[src/rtl/pdpc_pkg.sv]
// Shared types, character constants and helpers for the path safety check chain.
`timescale 1ns / 1ps
`default_nettype none

package pdpc_pkg;

	localparam logic [7:0] CH_NUL    = 8'h00;
	localparam logic [7:0] CH_PCT    = 8'h25;
	localparam logic [7:0] CH_COLON  = 8'h3A;
	localparam logic [7:0] CH_DOT    = 8'h2E;
	localparam logic [7:0] CH_SLASH  = 8'h2F;
	localparam logic [7:0] CH_BSLASH = 8'h5C;
	localparam logic [7:0] CTRL_LIM  = 8'h20;

	typedef enum logic [1:0] {
		ESC_NONE,
		ESC_HIGH,
		ESC_LOW
	} esc_t;

	// word passed from cell to cell, with the verdict riding on the last word
	typedef struct packed {
		logic       vld;
		logic       has;
		logic [7:0] c;
		logic       last;
		logic       decided;
		logic       safe;
		logic       pend;
	} tok_t;

	typedef struct packed {
		logic term;
		logic bad;
	} chk_t;

	function automatic logic is_sep(input logic [7:0] c);
		return (c == CH_SLASH) || (c == CH_BSLASH);
	endfunction

	// {valid, nibble}
	function automatic logic [4:0] hex_val(input logic [7:0] c);
		logic [4:0] r;
		r = '0;
		priority if (c >= 8'h30 && c <= 8'h39)
			r = {1'b1, c[3:0]};
		else if (c >= 8'h61 && c <= 8'h66)
			r = {1'b1, 4'(c - 8'h57)};
		else if (c >= 8'h41 && c <= 8'h46)
			r = {1'b1, 4'(c - 8'h37)};
		else
			r = '0;
		return r;
	endfunction

endpackage

`default_nettype wire

[src/rtl/pdpc_check.sv]
// Form check of one string stream: length, separators, colons, control bytes, dot-dot.
`timescale 1ns / 1ps
`default_nettype none

module pdpc_check import pdpc_pkg::*; #(
	parameter int MAX_LEN = 4096
) (
	input  wire logic clk,
	input  wire logic arst_n,
	input  wire logic en,
	input  tok_t      tin,
	output chk_t      chk
);

	localparam int POS_W = $clog2(MAX_LEN + 1);
	localparam logic [POS_W-1:0] POS_MAX = POS_W'(MAX_LEN);

	logic             term_q;
	logic             bad_q;
	logic [23:0]      win_q;
	logic [POS_W-1:0] pos_q;

	logic             take;
	logic             zero;
	logic             term1;
	logic             fin;
	logic             bad1;
	logic             bad2;
	logic [23:0]      win1;
	logic [POS_W-1:0] pos1;

	// last two bytes are ".." forming a whole component
	function automatic logic dotdot(input logic [POS_W-1:0] n, input logic [23:0] w);
		return (n >= POS_W'(2)) && (w[7:0] == CH_DOT) && (w[15:8] == CH_DOT) &&
			((n == POS_W'(2)) || is_sep(w[23:16]));
	endfunction

	always_comb begin
		take  = tin.vld && tin.has && !term_q;
		zero  = (tin.c == CH_NUL);
		pos1  = pos_q;
		win1  = win_q;
		bad1  = bad_q;
		if (take && !zero) begin
			if (pos_q >= POS_MAX || tin.c < CTRL_LIM || tin.c == CH_COLON)
				bad1 = 1'b1;
			if (pos_q == '0 && is_sep(tin.c))
				bad1 = 1'b1;
			if (is_sep(tin.c) && dotdot(pos_q, win_q))
				bad1 = 1'b1;
			win1 = {win_q[15:0], tin.c};
			if (pos_q < POS_MAX)
				pos1 = pos_q + POS_W'(1);
		end
		term1 = term_q || (take && zero);
		// end of string: a zero byte, or the last word on a live stream
		fin   = (take && zero) || (tin.vld && tin.last && !term1);
		bad2  = bad1 || (fin && ((pos1 == '0) || dotdot(pos1, win1)));
		chk.term = term_q;
		chk.bad  = bad2;
	end

	always_ff @(posedge clk or negedge arst_n) begin
		if (!arst_n) begin
			term_q <= 1'b0;
			bad_q  <= 1'b0;
			win_q  <= '0;
			pos_q  <= '0;
		end else if (en && tin.vld) begin
			if (tin.last) begin
				term_q <= 1'b0;
				bad_q  <= 1'b0;
				win_q  <= '0;
				pos_q  <= '0;
			end else begin
				term_q <= term1;
				bad_q  <= bad2;
				win_q  <= win1;
				pos_q  <= pos1;
			end
		end
	end

endmodule

`default_nettype wire

[src/rtl/pdpc_cell.sv]
// One chain cell: form check plus one percent-decode pass, registered word out.
`timescale 1ns / 1ps
`default_nettype none

module pdpc_cell import pdpc_pkg::*; #(
	parameter int MAX_LEN = 4096
) (
	input  wire logic clk,
	input  wire logic arst_n,
	input  wire logic en,
	input  tok_t      tin,
	output tok_t      tout
);

	chk_t       chk;
	esc_t       phase_q;
	logic [3:0] hi_q;
	logic       chg_q;
	logic       fail_q;
	tok_t       tok_s1;

	esc_t       phase1;
	logic [3:0] hi1;
	logic       chg1;
	logic       fail1;
	logic       fwd;
	logic [7:0] fc;
	logic [4:0] hv;
	logic       term1;
	logic       dec;
	logic       sf;
	logic       pd;
	tok_t       nxt;

	pdpc_check #(.MAX_LEN(MAX_LEN)) u_check (
		.clk    (clk),
		.arst_n (arst_n),
		.en     (en),
		.tin    (tin),
		.chk    (chk)
	);

	always_comb begin
		phase1 = phase_q;
		hi1    = hi_q;
		chg1   = chg_q;
		fail1  = fail_q;
		fwd    = 1'b0;
		fc     = tin.c;
		hv     = hex_val(tin.c);
		if (tin.vld && tin.has && !chk.term) begin
			if (tin.c == CH_NUL) begin
				// terminator passes on even after a failed escape
				if (phase_q != ESC_NONE)
					fail1 = 1'b1;
				fwd = 1'b1;
			end else if (!fail_q) begin
				unique case (phase_q)
					ESC_NONE: begin
						if (tin.c == CH_PCT)
							phase1 = ESC_HIGH;
						else
							fwd = 1'b1;
					end
					ESC_HIGH: begin
						if (!hv[4]) begin
							fail1 = 1'b1;
						end else begin
							hi1    = hv[3:0];
							phase1 = ESC_LOW;
						end
					end
					ESC_LOW: begin
						if (!hv[4]) begin
							fail1 = 1'b1;
						end else begin
							phase1 = ESC_NONE;
							chg1   = 1'b1;
							fwd    = 1'b1;
							fc     = {hi_q, hv[3:0]};
						end
					end
					default: phase1 = ESC_NONE;
				endcase
			end
		end
		term1 = chk.term || (tin.vld && tin.has && tin.c == CH_NUL);
		// truncated escape at end of string
		if (tin.vld && tin.last && !term1 && phase1 != ESC_NONE)
			fail1 = 1'b1;

		// verdict: check k settles a pending pass, then decode k may open one
		dec = tin.decided;
		sf  = tin.safe;
		pd  = 1'b0;
		if (!dec) begin
			if (chk.bad) begin
				dec = 1'b1;
				sf  = 1'b0;
			end else if (tin.pend) begin
				dec = 1'b1;
				sf  = 1'b1;
			end
		end
		if (!dec) begin
			if (fail1) begin
				dec = 1'b1;
				sf  = 1'b0;
			end else if (!chg1) begin
				pd = 1'b1;
			end
		end

		nxt.vld     = tin.vld && (fwd || tin.last);
		nxt.has     = fwd;
		nxt.c       = fc;
		nxt.last    = tin.last;
		nxt.decided = dec;
		nxt.safe    = sf;
		nxt.pend    = pd;
	end

	always_ff @(posedge clk or negedge arst_n) begin
		if (!arst_n) begin
			phase_q <= ESC_NONE;
			hi_q    <= '0;
			chg_q   <= 1'b0;
			fail_q  <= 1'b0;
			tok_s1  <= '0;
		end else if (en) begin
			tok_s1 <= nxt;
			if (tin.vld) begin
				if (tin.last) begin
					phase_q <= ESC_NONE;
					hi_q    <= '0;
					chg_q   <= 1'b0;
					fail_q  <= 1'b0;
				end else begin
					phase_q <= phase1;
					hi_q    <= hi1;
					chg_q   <= chg1;
					fail_q  <= fail1;
				end
			end
		end
	end

	assign tout = tok_s1;

endmodule

`default_nettype wire

[src/rtl/percent_decoded_path_safety_check_core.sv]
// Top level: chain of decode/check cells, a final check and the verdict register.
//
//   channel | signals                                   | direction
//   item    | item_valid, item_stall, char_byte,        | in
//           | has_char, is_last                         |
//   result  | result_valid, result_stall, path_safe     | out
//
// One byte per cycle while not stalled; each word moves one cell per cycle.
// The verdict for a path passes every cell register, then the verdict register.
// Reset clears every cell; no clearing pass. Cells clear themselves on a last word.
// A stalled verdict freezes the whole chain, and item_stall follows it at once.
`timescale 1ns / 1ps
`default_nettype none

module percent_decoded_path_safety_check_core import pdpc_pkg::*; #(
	parameter int MAX_LEN = 4096,
	parameter int PASSES  = 8
) (
	input  wire logic       clk,
	input  wire logic       arst_n,
	input  wire logic       item_valid,
	output logic            item_stall,
	input  wire logic [7:0] char_byte,
	input  wire logic       has_char,
	input  wire logic       is_last,
	output logic            result_valid,
	input  wire logic       result_stall,
	output logic            path_safe
);

	tok_t tok [0:PASSES];
	chk_t fchk;
	logic en;
	logic verdict;
	logic result_valid_q;
	logic path_safe_q;

	assign en         = !(result_valid_q && result_stall);
	assign item_stall = !en;

	assign tok[0] = '{vld: item_valid, has: has_char, c: char_byte, last: is_last,
		decided: 1'b0, safe: 1'b0, pend: 1'b0};

	for (genvar k = 0; k < PASSES; k++) begin : g_cell
		pdpc_cell #(.MAX_LEN(MAX_LEN)) u_cell (
			.clk    (clk),
			.arst_n (arst_n),
			.en     (en),
			.tin    (tok[k]),
			.tout   (tok[k+1])
		);
	end

	// last check stage has no decode pass behind it
	pdpc_check #(.MAX_LEN(MAX_LEN)) u_check_last (
		.clk    (clk),
		.arst_n (arst_n),
		.en     (en),
		.tin    (tok[PASSES]),
		.chk    (fchk)
	);

	assign verdict = tok[PASSES].decided ? tok[PASSES].safe : (!fchk.bad && tok[PASSES].pend);

	always_ff @(posedge clk or negedge arst_n) begin
		if (!arst_n)
			result_valid_q <= 1'b0;
		else if (en)
			result_valid_q <= tok[PASSES].vld && tok[PASSES].last;
	end

	always_ff @(posedge clk) begin
		if (en)
			path_safe_q <= verdict;
	end

	assign result_valid = result_valid_q;
	assign path_safe    = path_safe_q;

	a_last_gives_word: assert property (@(posedge clk) disable iff (!arst_n)
		(en && tok[PASSES].vld && tok[PASSES].last) |=> result_valid)
		else $error("last word at chain end gave no verdict");

	a_word_from_last: assert property (@(posedge clk) disable iff (!arst_n)
		$rose(result_valid) |-> $past(tok[PASSES].vld && tok[PASSES].last))
		else $error("verdict without a last word");

	a_pend_exclusive: assert property (@(posedge clk) disable iff (!arst_n)
		!(tok[PASSES].vld && tok[PASSES].decided && tok[PASSES].pend))
		else $error("verdict both decided and pending");

	a_stall_freezes: assert property (@(posedge clk) disable iff (!arst_n)
		(result_valid && result_stall) |-> item_stall)
		else $error("input taken while verdict held");

endmodule

`default_nettype wire
[config.mk]
export PLATFORM = sky130hd
export DESIGN_NAME = percent_decoded_path_safety_check_core
export DESIGN_NICKNAME = d
export VERILOG_FILES = /design/src/rtl/pdpc_pkg.sv /design/src/rtl/pdpc_check.sv /design/src/rtl/pdpc_cell.sv /design/src/rtl/percent_decoded_path_safety_check_core.sv
export SDC_FILE = /design/constraint.sdc
export NUM_CORES = 2
export LEC_CHECK = 0
export BUFFER_PORTS_ARGS = -buffer_cell sky130_fd_sc_hd__buf_4
export CAP_MARGIN = 0
export CORE_UTILIZATION = 40
export DETAILED_ROUTE_END_ITERATION = 12
export HOLD_SLACK_MARGIN = 0.05
export PLACE_DENSITY = 0.65
export SYNTH_ARGS = -nofsm -noshare
export SYNTH_HDL_FRONTEND = slang
export SYNTH_SLANG_ARGS = --single-unit
[constraint.sdc]
create_clock -name clk -period 7.63 [get_ports clk]
set_input_delay 0.763 -clock clk [delete_from_list [all_inputs] [get_ports clk]]
set_output_delay 0.763 -clock clk [all_outputs]
set_load 0.01 [all_outputs]
# Yosys cells after proc, flatten, opt, wreduce, memory -nomap -nowiden
# Index checks and enable logic that the tools add are counted.
# W data, S select, Z words.
# word_totals
regBits	528
output_inout_bits	3
in_bits	14
elab_cells	1386
# op_classes
muxes	532
n_lt_le_gt_ge	93
reduce_logical	453
add_sub_neg	25
bitwise_logic	1
n_eq_ne	157
# ops
cell	n
$eq A8 B6 Y1 const B	80
$mux W24	18
$mux W13	27
$mux W8	40
$mux W1	303
$eq A13 B2 Y1 const B	18
$ge A13 B2 Y1 const B	18
$logic_not A13 Y1	18
$eq A8 B7 Y1 const B	27
$logic_and A1 B1 Y1	202
$mux W4	48
$ge A8 B7 Y1 const B	16
$le A8 B7 Y1 const B	16
$mux W5	24
$add A13 B1 Y13 const B	9
$ge A13 B13 Y1 const B	9
$lt A13 B13 Y1 const B	9
$logic_or A1 B1 Y1	115
$mux W2	56
$reduce_bool A2 Y1	40
$logic_not A8 Y1	9
$lt A8 B6 Y1 const B	9
$ge A8 B6 Y1 const B	8
$le A8 B6 Y1 const B	8
12 further kinds	134

# Logic depth before layout (Yosys ltp)
# depth
depth_word	15
depth_mapped	12
ltp_nobuf	10

# Cells and area by module
# A second synthesis with hierarchy kept.
# hier_totals
hier_cells	4083
area_unflattened_um2	35243.8
# modules_own_cells
mod	area_per_inst_um2	seq_area_each_um2	n_inst	cells_each
pdpc_check at g_cell[0].u_cell.u_check ...	2532.4	975.9	7	300
pdpc_cell at g_cell[0].u_cell ...	1517.7	550.5	7	169
pdpc_check at g_cell[7].u_cell.u_check	2678.8	975.9	1	311
pdpc_check at u_check_last	2555.0	975.9	1	307
pdpc_cell at g_cell[5].u_cell	1562.7	550.5	1	171
percent_decoded_path_safety_check_core	96.3	55.1	1	11

# Worst setup path before layout
# Ideal clock, no wire load.
# synth_timing
path_type	input port to flip-flop
from	in char_byte[0]
to	reg g_cell[0].u_cell.tok_s1, in the netlist g_cell[0].u_cell.tout[0]
path_buffers	2
required_ps	7508
stages	12
arrival_time_ps	3275
slack_ps	4233
setup_time_ps	122
cell_sequence	clkbuf_1 -> inv_1 -> ha_1 -> or4b_1 -> o21ai_1 -> buf_2 -> mux2i_1 -> nor4bb_1 -> mux2i_1 -> a211oi_1 -> a2111oi_2 -> a32o_1
# synth_between
elab_chain_len	15
word_cells_on_any_way	79
cone_classes	order compare: 8; eq/ne: 9; mux: 31; reduce/logical: 31
# synth_rtl
element	line	rtl
start, declared	percent_decoded_path_safety_check_core.sv:23	input wire logic [7:0] char_byte,
$ge A8 B7 Y1 / $le A8 B7 Y1 (equally long branches)	pdpc_pkg.sv:49	else if (c >= 8'h41 && c <= 8'h46)
$logic_and A1 B1 Y1	pdpc_pkg.sv:49	
$mux W5	pdpc_pkg.sv:49	
$mux W5	pdpc_pkg.sv:47	else if (c >= 8'h61 && c <= 8'h66)
$mux W5	pdpc_pkg.sv:45	priority if (c >= 8'h30 && c <= 8'h39)
$mux W2, on equally long branches	pdpc_cell.sv:74, pdpc_cell.sv:66	
$pmux W2 S3	pdpc_cell.sv:58	unique case (phase_q)
$mux W2	pdpc_cell.sv:57	end else if (!fail_q) begin
$mux W2	pdpc_cell.sv:52	if (tin.c == CH_NUL) begin
$mux W2	pdpc_cell.sv:51	if (tin.vld && tin.has && !chk.term) begin
$reduce_bool A2 Y1	pdpc_cell.sv:89	if (tin.vld && tin.last && !term1 && phase1 != ESC_NONE)
$logic_and A1 B1 Y1	pdpc_cell.sv:89	
$mux W1	pdpc_cell.sv:89	
$mux W1	pdpc_cell.sv:106	if (fail1) begin
$mux W1 *	pdpc_cell.sv:105	if (!dec) begin
end signal, assigned	pdpc_cell.sv:131	tok_s1 <= nxt;
end, declared	pdpc_cell.sv:20	tok_t tok_s1;
# Mark *: on every way between the ends. The rest lies on a longest branch, timed or not.
# A chain may end at the register's enable or synchronous reset.

# Worst setup path after layout
# layout_timing
from	reg g_cell[6].u_cell.tok_s1, in the netlist g_cell[6].u_cell.tout[4]
to	reg g_cell[7].u_cell.tok_s1, in the netlist g_cell[7].u_cell.tout[0]
# layout_between
elab_chain_len	15
word_cells_on_any_way	80
cone_classes	order compare: 8; eq/ne: 9; mux: 32; reduce/logical: 31
# layout_rtl
element	line
start, declared	pdpc_cell.sv:20
start signal, assigned	pdpc_cell.sv:131
$ge A8 B7 Y1 / $le A8 B7 Y1 (equally long branches)	pdpc_pkg.sv:49
$logic_and A1 B1 Y1	pdpc_pkg.sv:49
$mux W5	pdpc_pkg.sv:49
$mux W5	pdpc_pkg.sv:47
$mux W5	pdpc_pkg.sv:45
$mux W2, on equally long branches	pdpc_cell.sv:74, pdpc_cell.sv:66
$pmux W2 S3	pdpc_cell.sv:58
$mux W2	pdpc_cell.sv:57
$mux W2	pdpc_cell.sv:52
$mux W2	pdpc_cell.sv:51
$reduce_bool A2 Y1	pdpc_cell.sv:89
$logic_and A1 B1 Y1	pdpc_cell.sv:89
$mux W1	pdpc_cell.sv:89
$mux W1	pdpc_cell.sv:106
$mux W1 *	pdpc_cell.sv:105
end signal, assigned	pdpc_cell.sv:131
end, declared	pdpc_cell.sv:20
# Marked as above.

==> metrics.txt <==
# TYPE chip_impl_metric gauge
chip_impl_metric{name="antenna_found_initial",unit=""} 0
chip_impl_metric{name="cap_violations",unit=""} 0
chip_impl_metric{name="detailedRoute.firstPassIterationCount",unit=""} 6
chip_impl_metric{name="core.rowCount",unit=""} 106
chip_impl_metric{name="critical-path-max-stage-delay",unit="ps"} 710
chip_impl_info{name="synth_top_area_cell",value="sky130_fd_sc_hd__dfrtp_1"} 1
chip_impl_metric{name="cts_inserted_buffers",unit=""} 60
chip_impl_metric{name="syn_inst",unit=""} 4039
chip_impl_metric{name="floorplan.die_area",unit="um2"} 85900
chip_impl_metric{name="htree_num_levels",unit=""} 2
chip_impl_metric{name="grt_usage",unit="%"} 20.0
chip_impl_info{name="cts.root.buffer_cell",value="sky130_fd_sc_hd__clkbuf_16"} 1
chip_impl_metric{name="ctsResizeCount",unit=""} 0
chip_impl_metric{name="finish.net_count",unit=""} 3962
chip_impl_metric{name="synth_area_per_cell",unit="um2"} 8.39
chip_impl_info{name="yosys_most_used_dff",value="sky130_fd_sc_hd__dfrtp_1"} 1
chip_impl_metric{name="synth_async_sr_flop_share",unit="%"} 99.8
chip_impl_metric{name="clkTransAtPathRegs",unit="ps"} 70
chip_impl_metric{name="cp_data_required_time",unit="ps"} 8150
chip_impl_metric{name="period_minus_slack",unit="ps"} 4070
chip_impl_metric{name="ff_latch_area",unit="um2"} 13200
chip_impl_metric{name="cell_leakage_power",unit="nW"} 15.0
chip_impl_metric{name="floorplan.initialDensity",unit="%"} 40.4
chip_impl_info{name="crit_path_launch_type",value="register"} 1
chip_impl_metric{name="achievable-frequency",unit="MHz"} 246
chip_impl_metric{name="place.gp.congestion",unit=""} 0.911
chip_impl_metric{name="detail_route.iter0.violations",unit=""} 2391
chip_impl_info{name="worstPathCellList",value="inv_1 > ha_1 > or4b_4 > o21ai_4 > mux2_2 > a2111oi_0 > o2111ai_1 > a41oi_1 > nor2_1 > a31o_2"} 1
chip_impl_metric{name="worst-path-max-fanout",unit=""} 32
chip_impl_metric{name="synth_top_cell_area_share",unit="%"} 38.9
chip_impl_metric{name="synth_enable_flop_cells",unit=""} 1
chip_impl_metric{name="cellPowerDensity",unit="nW/um2"} 202
chip_impl_info{name="outcome",value="finished, final reports clean"} 1
chip_impl_info{name="grt_setup_unrepaired",value="false"} 1
chip_impl_metric{name="ir_drop",unit="mV"} 0.192
chip_impl_metric{name="antenna_cells",unit=""} 0
chip_impl_metric{name="clockBufferDepth",unit=""} 3
chip_impl_metric{name="core_area",unit="um2"} 83800
chip_impl_metric{name="nFillCells",unit=""} 8347
chip_impl_metric{name="globalRoute.totalOverflow",unit=""} 0
chip_impl_metric{name="synth-seq-cells",unit=""} 528
chip_impl_metric{name="drc",unit=""} 0
chip_impl_metric{name="multiInputGateArea",unit="um2"} 19100
chip_impl_metric{name="maxSlewHeadroom",unit="%"} 14.7
chip_impl_metric{name="crit_arrival",unit="ps"} 4590
chip_impl_metric{name="cp.buffers_inverters",unit=""} 1
chip_impl_info{name="setup.worst_path.class",value="register to register"} 1
chip_impl_metric{name="post_synth_num_cell_types",unit=""} 105
chip_impl_metric{name="grt_start_max_net_pins",unit=""} 151
chip_impl_metric{name="numClockSinks",unit=""} 528
chip_impl_info{name="timing.critical_path.max_delay_family",value="compound AO/OA/AOI/OAI gates"} 1
chip_impl_info{name="cts_tree",value="yes"} 1
chip_impl_info{name="critical_path.slowest_cell",value="sky130_fd_sc_hd__o21ai_4"} 1
chip_impl_info{name="dominant_cell_by_count_in_the_synthesized_netlist",value="sky130_fd_sc_hd__nand2_1"} 1
chip_impl_metric{name="detail_route.vias_per_cell",unit=""} 5.94
chip_impl_info{name="top_cells_by_instance_count_after_synthesis",value="586 x sky130_fd_sc_hd__nand2_1, 527 x sky130_fd_sc_hd__dfrtp_1, 466 x sky130_fd_sc_hd__o21ai_0"} 1
chip_impl_metric{name="worst-slew-pin-transition",unit="ps"} 1260
chip_impl_info{name="synthTopCellsByArea",value="sky130_fd_sc_hd__dfrtp_1 39%, sky130_fd_sc_hd__o21ai_0 6.9%, sky130_fd_sc_hd__nand2_1 6.5%"} 1
chip_impl_metric{name="via_count",unit=""} 29900
chip_impl_metric{name="netlist_area",unit="um2"} 33900
chip_impl_metric{name="synth.yosys.warnings",unit=""} 0
chip_impl_metric{name="io_pins",unit=""} 17
chip_impl_metric{name="clkLatencyLatePin",unit="ps"} 660
chip_impl_metric{name="post-cts-setup-buffers",unit=""} 0
chip_impl_metric{name="number_of_global_route_vias_before_repair",unit=""} 28200
chip_impl_metric{name="timing_hold_violations_final",unit=""} 0
chip_impl_metric{name="numPortBuffers",unit=""} 16
chip_impl_metric{name="die_height",unit="um"} 293
chip_impl_metric{name="finalClockSkew",unit="ps"} 41.7
chip_impl_metric{name="final-setup-viol-count",unit=""} 0
chip_impl_metric{name="hpwlAfterDp",unit="um"} 57800
chip_impl_metric{name="layout-area-overhead-vs-synth",unit="%"} 8.61
chip_impl_info{name="holdCritPathClass",value="input pin to async pin"} 1
chip_impl_metric{name="synth.net_count",unit=""} 4143
chip_impl_metric{name="grt_first_pass_wirelength",unit="um"} 147000
chip_impl_info{name="category_of_the_worst_setup_path_capture_point",value="register"} 1
chip_impl_metric{name="post-route-period-util",unit="%"} 53.4
chip_impl_metric{name="synth_sequential_area_ratio",unit="%"} 39.0
chip_impl_metric{name="drive_above_1_share",unit="%"} 6.68
chip_impl_metric{name="detail_route.wl_per_cell",unit="um"} 17.3
chip_impl_metric{name="totalWireLength",unit="um"} 87100
chip_impl_metric{name="ant_nets",unit=""} 0
chip_impl_metric{name="maxSlewViolCount",unit=""} 0
chip_impl_metric{name="chip_width",unit="um"} 293
chip_impl_metric{name="number_of_hold_repair_buffers_added_at_the_cts_stage",unit=""} 0
chip_impl_metric{name="setup_total_neg_slack",unit="ps"} 0
chip_impl_metric{name="totalPowerFinal",unit="mW"} 7.44
==> kinds of logic after synthesis <==
kind of cell | synth area share, %
compound gates | 25.1
fa+ha+maj | 3.32
mux | 3.11
simple gates | 23.8
xor+xnor | 0.956
flops | 39.0
buf+inv | 4.77
==> placed cells by master (no fill, tap or decap), types with 34 or more instances in the layout <==
| master | Yosys | final |
|---|---|---|
| sky130_fd_sc_hd__nand2_1 | 586 | 583 |
| sky130_fd_sc_hd__nand4b_1 | 38 | 38 |
| sky130_fd_sc_hd__dfrtp_1 | 527 | 527 |
| sky130_fd_sc_hd__inv_1 | 106 | 105 |
| sky130_fd_sc_hd__buf_4 | 4 | 59 |
| sky130_fd_sc_hd__nand3_1 | 81 | 81 |
| sky130_fd_sc_hd__ha_1 | 90 | 90 |
| sky130_fd_sc_hd__nor4_1 | 50 | 50 |
| sky130_fd_sc_hd__a22oi_1 | 202 | 202 |
| sky130_fd_sc_hd__clkbuf_16 | 0 | 60 |
| sky130_fd_sc_hd__and3_1 | 34 | 34 |
| sky130_fd_sc_hd__nand2b_1 | 41 | 41 |
| sky130_fd_sc_hd__nor3_1 | 124 | 124 |
| sky130_fd_sc_hd__a21oi_1 | 186 | 186 |
| sky130_fd_sc_hd__nand3b_1 | 47 | 47 |
| sky130_fd_sc_hd__a31oi_1 | 52 | 52 |
| sky130_fd_sc_hd__nand4_1 | 55 | 55 |
| sky130_fd_sc_hd__nor2_1 | 258 | 258 |
| sky130_fd_sc_hd__o21ai_0 | 466 | 466 |
| sky130_fd_sc_hd__mux2i_1 | 84 | 84 |
==> report_power, final <==
group          internal (mW)  switching (mW)
sequential              3.02           0.327
combinational          0.388           0.538
clock                   1.90            1.26
total                   5.31            2.13
==> state kept, by name, summed over array words and instances (netlist names) <==
register	flops
g_cell.u_cell.chg_q	8
g_cell.u_cell.fail_q	8
g_cell.u_cell.hi_q	32
g_cell.u_cell.phase_q	16
g_cell.u_cell.tout	111
g_cell.u_cell.u_check.bad_q	8
g_cell.u_cell.u_check.pos_q	104
g_cell.u_cell.u_check.term_q	8
g_cell.u_cell.u_check.win_q	192
path_safe	1
result_valid	1
u_check_last.bad_q	1
u_check_last.pos_q	13
u_check_last.term_q	1
u_check_last.win_q	24
==> path summary, 6_finish.rpt <==
| kind | slack, ps | cells past startpoint | to | from |
|---|---|---|---|---|
| max in group asynchronous | 5640 | 3 | g_cell[1].u_cell.u_check.pos_q[3]$_DFFE_PN0P_ | arst_n |
| worst max-delay path | 3560 | 10 | g_cell[7].u_cell.tout[0]$_DFFE_PN0N_ | g_cell[6].u_cell.tout[4]$_DFFE_PN0N_ |
| worst min-delay path | 120 | 1 | g_cell[7].u_cell.u_check.pos_q[12]$_DFFE_PN0P_ | arst_n |
| worst min register to register | 480 | 2 | g_cell[4].u_cell.hi_q[3]$_DFFE_PN0P_ | g_cell[4].u_cell.hi_q[3]$_DFFE_PN0P_ |
| worst max register to register | 3560 | 10 | g_cell[7].u_cell.tout[0]$_DFFE_PN0N_ | g_cell[6].u_cell.tout[4]$_DFFE_PN0N_ |
| min in group clk | 460 | 3 | g_cell[0].u_cell.tout[10]$_DFFE_PN0N_ | char_byte[6] |
==> stage by stage <==
step	hold slack [ps]	instances	instance area [um2]	setup slack, ps	utilization, %
6_report	118	5043	36800	3560	43.9
3_5_place_dp	466	4930	34600	3360	41.3
5_1_grt	189	5043	36800	3290	43.9
2_1_floorplan	438	4039	33900	4230	-
4_1_cts	148	5043	36800	3640	43.9
3_3_place_gp	462	4930	34600	3400	41.3
==> layer usage <==
layer | vias up | track usage, % | routed length, um
met2 | 714 | 32.4 | 40500
met3 | 149 | 1.94 | 3550
li1 | 14600 | - | -
met4 | 0 | 5.84 | 2250
met1 | 14500 | 28.2 | 40700
met5 | - | 0 | 0
==> final cells by class <==
type | instances | area share [%]
multi-input combinational | 3100 | 51.9
clock inverter | 41 | 1.53
timing repair buffer | 62 | 1.35
sequential | 528 | 35.9
clock buffer | 72 | 4.42
tap | 1134 | 3.85
inverter | 106 | 1.09
Power figures use the tool's default switching activity.
